[src/rtl/core/vte_pkg.sv]
// Shared types, codes and a helper function of the vertex transform engine.
`timescale 1ns / 1ps
package vte_pkg;

    localparam int FRAC_BITS_DEF = 16;
    localparam int CFG_IDX_W     = 3;

    localparam logic [2:0] REQ_VERTEX    = 3'd0;
    localparam logic [2:0] REQ_TRANSLATE = 3'd1;
    localparam logic [2:0] REQ_ROTATE    = 3'd2;
    localparam logic [2:0] REQ_SCALE     = 3'd3;
    localparam logic [2:0] REQ_MIRROR    = 3'd4;
    localparam logic [2:0] REQ_IDENTITY  = 3'd5;

    localparam logic [1:0] AXIS_X    = 2'd0;
    localparam logic [1:0] AXIS_Y    = 2'd1;
    localparam logic [1:0] AXIS_Z    = 2'd2;
    localparam logic [1:0] AXIS_NONE = 2'd3;

    localparam logic [CFG_IDX_W-1:0] CFG_PROJ_Z_TO_X  = 3'd0;
    localparam logic [CFG_IDX_W-1:0] CFG_PROJ_Z_TO_Y  = 3'd1;
    localparam logic [CFG_IDX_W-1:0] CFG_ROT_STEP_COS = 3'd2;
    localparam logic [CFG_IDX_W-1:0] CFG_ROT_STEP_SIN = 3'd3;

    localparam logic signed [31:0] PROJ_Z_TO_X_RST  = -32'sd17212;
    localparam logic signed [31:0] PROJ_Z_TO_Y_RST  = -32'sd27880;
    localparam logic signed [17:0] ROT_STEP_COS_RST = 18'sd64540;
    localparam logic signed [17:0] ROT_STEP_SIN_RST = 18'sd11380;

    typedef struct packed {
        logic [2:0]         req_type;
        logic [1:0]         axis_sel;
        logic               turn_negative;
        logic signed [31:0] val_x;
        logic signed [31:0] val_y;
        logic signed [31:0] val_z;
    } in_word_t;

    typedef struct packed {
        logic signed [31:0] screen_x;
        logic signed [31:0] screen_y;
        logic signed [31:0] homog_w;
    } out_word_t;

    typedef struct packed {
        logic       issue;
        logic       first;
        logic       last;
        logic [1:0] dst;
    } mac_ctl_t;

    typedef struct packed {
        logic       valid;
        logic [1:0] dst;
    } mac_res_t;

    // Entry (k, j) of the operator matrix that a command post-multiplies by.
    function automatic logic signed [32:0] b_elem(
        input logic [2:0]         req,
        input logic [1:0]         axis,
        input logic               neg,
        input logic signed [31:0] vx,
        input logic signed [31:0] vy,
        input logic signed [31:0] vz,
        input logic signed [17:0] c,
        input logic signed [17:0] s_raw,
        input logic [1:0]         k,
        input logic [1:0]         j,
        input logic signed [32:0] one
    );
        logic signed [32:0] c_e;
        logic signed [32:0] s_e;
        logic signed [32:0] r;
        logic [3:0]         idx;
        c_e = 33'(c);
        s_e = neg ? -33'(s_raw) : 33'(s_raw);
        idx = {k, j};
        r   = (k == j) ? one : '0;
        case (req)
            REQ_TRANSLATE:
            begin
                if (idx == 4'd12) r = 33'(vx);
                if (idx == 4'd13) r = 33'(vy);
                if (idx == 4'd14) r = 33'(vz);
            end
            REQ_SCALE:
            begin
                if (idx == 4'd0)  r = 33'(vx);
                if (idx == 4'd5)  r = 33'(vy);
                if (idx == 4'd10) r = 33'(vz);
            end
            REQ_ROTATE:
            begin
                case (axis)
                    AXIS_X:
                    begin
                        if (idx == 4'd5 || idx == 4'd10) r = c_e;
                        if (idx == 4'd6) r = s_e;
                        if (idx == 4'd9) r = -s_e;
                    end
                    AXIS_Y:
                    begin
                        if (idx == 4'd0 || idx == 4'd10) r = c_e;
                        if (idx == 4'd2) r = -s_e;
                        if (idx == 4'd8) r = s_e;
                    end
                    AXIS_Z:
                    begin
                        if (idx == 4'd0 || idx == 4'd5) r = c_e;
                        if (idx == 4'd1) r = s_e;
                        if (idx == 4'd4) r = -s_e;
                    end
                    default: r = r;
                endcase
            end
            REQ_MIRROR:
            begin
                case (axis)
                    AXIS_X:  if (idx == 4'd10) r = -one;
                    AXIS_Y:  if (idx == 4'd0)  r = -one;
                    AXIS_Z:  if (idx == 4'd5)  r = -one;
                    default: r = r;
                endcase
            end
            default: r = r;
        endcase
        return r;
    endfunction

endpackage

[src/rtl/core/vte_mac.sv]
// Shared multiply-accumulate unit: one registered product, floor shift, saturating sum.
`timescale 1ns / 1ps
module vte_mac #(
    parameter int FRAC_BITS = vte_pkg::FRAC_BITS_DEF
) (
    input  logic               clk,
    input  logic               rst_n,
    input  vte_pkg::mac_ctl_t  ctl,
    input  logic signed [31:0] op_a,
    input  logic signed [32:0] op_b,
    input  logic signed [31:0] init,
    output vte_pkg::mac_res_t  res,
    output logic signed [31:0] res_data
);
    import vte_pkg::*;

    localparam int PROD_W = 65;
    localparam int ACC_W  = 68;
    localparam logic signed [ACC_W-1:0] SAT_HI = ACC_W'(64'sd2147483647);
    localparam logic signed [ACC_W-1:0] SAT_LO = -ACC_W'(64'sd2147483648);

    logic signed [PROD_W-1:0] prod_reg;
    logic signed [31:0]       init_reg;
    mac_ctl_t                 ctl_reg;
    logic signed [ACC_W-1:0]  acc_reg;
    logic signed [ACC_W-1:0]  acc_next;
    logic signed [PROD_W-1:0] shifted;
    logic signed [31:0]       sat_val;
    mac_res_t                 res_reg;
    logic signed [31:0]       res_data_reg;

    // Arithmetic shift of a signed product rounds toward minus infinity.
    assign shifted  = prod_reg >>> FRAC_BITS;
    assign acc_next = (ctl_reg.first ? ACC_W'(init_reg) : acc_reg) + ACC_W'(shifted);

    always_comb
    begin
        if (acc_next > SAT_HI)
            sat_val = 32'sh7FFF_FFFF;
        else if (acc_next < SAT_LO)
            sat_val = 32'sh8000_0000;
        else
            sat_val = acc_next[31:0];
    end

    always_ff @(posedge clk or negedge rst_n)
    begin
        if (!rst_n)
        begin
            ctl_reg <= '0;
            res_reg <= '0;
        end
        else
        begin
            ctl_reg       <= ctl;
            res_reg.valid <= ctl_reg.issue && ctl_reg.last;
            res_reg.dst   <= ctl_reg.dst;
        end
    end

    always_ff @(posedge clk)
    begin
        prod_reg <= PROD_W'(op_a) * PROD_W'(op_b);
        init_reg <= init;
        if (ctl_reg.issue)
            acc_reg <= acc_next;
        if (ctl_reg.issue && ctl_reg.last)
            res_data_reg <= sat_val;
    end

    assign res      = res_reg;
    assign res_data = res_data_reg;

endmodule

[config.mk]
export PLATFORM = sky130hd
export DESIGN_NAME = vte_mac
export DESIGN_NICKNAME = d
export VERILOG_FILES = /design/src/rtl/core/vte_pkg.sv /design/src/rtl/core/vte_mac.sv
export SDC_FILE = /design/constraint.sdc
export NUM_CORES = 2
export LEC_CHECK = 0
export ABC_AREA = 1
export BUFFER_PORTS_ARGS = -buffer_cell sky130_fd_sc_hd__buf_2
export CAP_MARGIN = 25
export CORE_MARGIN = 2
export CORE_UTILIZATION = 50
export CTS_BUF_LIST = sky130_fd_sc_hd__clkbuf_8
export DETAILED_ROUTE_END_ITERATION = 8
export PLACE_DENSITY = 0.67
export SLEW_MARGIN = 10
export SYNTH_ARGS = -nofsm -noshare
export SYNTH_HDL_FRONTEND = slang
export SYNTH_SLANG_ARGS = --single-unit
export TNS_END_PERCENT = 50
[constraint.sdc]
create_clock -name clk -period 5 [get_ports clk]
set_input_delay 0.25 -clock clk [delete_from_list [all_inputs] [get_ports clk]]
set_output_delay 0.25 -clock clk [all_outputs]
set_load 0.005 [all_outputs]
==> out/qor.yml <==
status: "finished with violations"
violations: "setup timing"
rsz0062_at_grt: "yes"
clk_pin_slew_ns: 0.12
antenna_cells: 0
first_pass_iters: 6
max_cap_viol_count: 0
drive_above_1_share_pct: 18.51
finalHoldViolations: 0
ys_top_cells_by_count: "inv_1 (1907), nand2_1 (1818), fa_1 (1112)"
die_y_um: 321.6
area_delta_synth_final_pct: 21.36
vias: 42310
wl_met2_mm: 73.53
synth_edf_count: 100
routed_wirelength_mm: 153.9
fmax_ghz: 0.1544
holdWs_ns: 0.08977
fill_cells: 8753
grt_max_degree: 69
syn_nets: 7940
clock_path_buffers: 2
placed_area_um2: 57570
yosysMostFrequentCell: "inv_1"
num_io_pins: 139
period_needed_ns: 6.476
cp.required_ns: 5.45
gpl.final_weighted_congestion: 0.9862
numCtsBuffers: 17
fin_area_um2: 61230
drcViolationCount: 0
clkLatencyLatePin_ns: 0.55
antenna_found_initial: 0
yosys_warnings: 0
clock_skew_ns: 0.02641
wl_met3_mm: 9.893
wl_per_cell_um: 18.30
tritoncts: "built"
setup_viol: 49
drt-vias-per-instance: 5.031
period_share_pct: 129.5
grt_pass1_vias: 45020
core_um2: 100000
end_kind: "register"
cp.arrival_ns: 6.92
portBuffers: 138
tightest_slew_ns: 0.9435
cp_max_fo: 6
grt_pass1_wl_mm: 244.5
synthFlopType: "edfxtp_1"
drt_iter0_markers: 3112
ant_nets: 0
worst_slack_ns: -1.476
yosys-top-cells-area: "fa_1 (44%), inv_1 (14%), nand2_1 (14%)"
slew_headroom_pct: 37.10
synth_top_cell_area_share_pct: 44.13
fin_nets: 8563
synth.avg_cell_area_um2: 7.791
start_util_pct: 50.45
hpwlAfterDp_mm: 133.4
routed.top_layer: "met4"
syn_inst: 6475
pre_cts_ws_ns: -2.236
syn_area_um2: 50450
cts_sinks: 189
synthArstFlopShare_pct: 4.233
final_cells: 8409
hp-class: "in -> async"
path_class: "in -> reg"
cts_max_level: 4
root_buffer: "clkbuf_8"
dpl.cell_count: 8277
std_cell_rows: 116
largest_register_ffs: 68
grt_usage_pct: 30.60
drv_slew: 0
wl_met1_mm: 65.87
startpoint_type: "primary input"
synth_cell_types: 45
dieArea_um2: 103500
ys_ff_latch: 189
grt-ovfl-total: 0
synth-seq-area-share_pct: 9.563
die_w_um: 321.6
yosysTopAreaCell: "fa_1"
==> critical path, stage by stage <==
cell and delay [ns]:
buf_12 0.10, buf_12 0.15, buf_12 0.14, nand2_4 0.06, inv_4 0.04, fa_2 0.59, fa_1 0.47, fa_2 0.54
buf_6 0.16, fa_2 0.57, clkinvlp_4 0.17, buf_6 0.17, fa_1 0.55, inv_2 0.04, fa_1 0.47, inv_1 0.05
fa_1 0.48, fa_1 0.56, inv_2 0.05, ha_4 0.26, a21oi_4 0.14, o21a_1 0.19, o21ai_2 0.08, nand2_1 0.07
o2111ai_2 0.15, a31oi_1 0.18, nand2_1 0.10, xor2_1 0.14
==> through the flow <==
stage               setup TNS, ns  utilization, %
floorplan                  -55.34               -
global placement           -92.02           57.57
detailed placement         -93.84           57.57
CTS                        -50.35           60.00
global route               -63.58           61.23
finish                     -55.07           61.23
==> metal layers <==
metal  global-route usage (%)  up-vias
met4                    7.830        0
met1                    41.74    21020
met2                    52.35     1408
met5                        0        -
met3                    3.119      232
li1                         -    19650
==> repair_timing <==
| action | 4_1_cts | 5_1_grt |
|---|---|---|
| resized for setup | 326 | 271 |
| cloned | 4 | 4 |
| pin swaps | 163 | 195 |
| buffers inserted | 33 | 27 |
| hold buffers | 38 | 0 |
| endpoints found under the hold margin | 45 | 0 |
| endpoints found under the setup margin | 49 | 51 |
==> layout by cell type, fill, tap and decap left out, drive strengths merged, types with 31 or more instances in the layout <==
cell type	instances
a21oi	180
buf	800
dfxtp	81
dlygate4sd3	38
edfxtp	100
fa	1112
ha	249
inv	1913
mux2	31
nand2	1825
nand3	118
nand4	47
nor2	271
o21ai	107
xor2	51
==> cells by family after synthesis <==
group | Yosys count | synth area share (%)
AOI/OAI and AO/OA | 354 | 3.849
xor gates and xnor gates | 78 | 1.414
adders and majority gates | 1361 | 50.30
buffers and inverters | 2148 | 16.03
DFF | 189 | 9.563
muxes | 31 | 0.6920
and+or+nand+nor | 2314 | 18.14
==> cell type report <==
class / count / area [um2] / area share [%]
clock buffers: 18 / 247.7 / 0.4046
clock inverters: 14 / 182.7 / 0.2984
inverters: 1907 / 7169 / 11.71
multi-input cells: 4138 / 39610 / 64.69
flip-flops and latches: 189 / 4830 / 7.888
well taps: 1298 / 1624 / 2.653
repair buffers: 845 / 7565 / 12.36
==> path summary, 6_finish.rpt <==
path	from	end	slack (ns)	depth (start not counted)
max reg2reg	ctl_reg[3]$_DFF_PN0_	res_data[1]$_SDFFCE_PN1P_	0.37	19
max in group asynchronous	rst_n	ctl_reg[3]$_DFF_PN0_	4.73	2
min	rst_n	res[1]$_DFF_PN0_	0.09	2
max	op_b[32]	prod_reg[62]$_DFF_P_	-1.48	28
min in group clk	init[7]	init_reg[7]$_DFF_P_	0.33	2
min reg2reg	ctl_reg[0]$_DFF_PN0_	res[0]$_DFF_PN0_	0.36	0
Power is not shown: default switching activity piles up to over one toggle a cycle in this logic, so the estimate is an artifact.
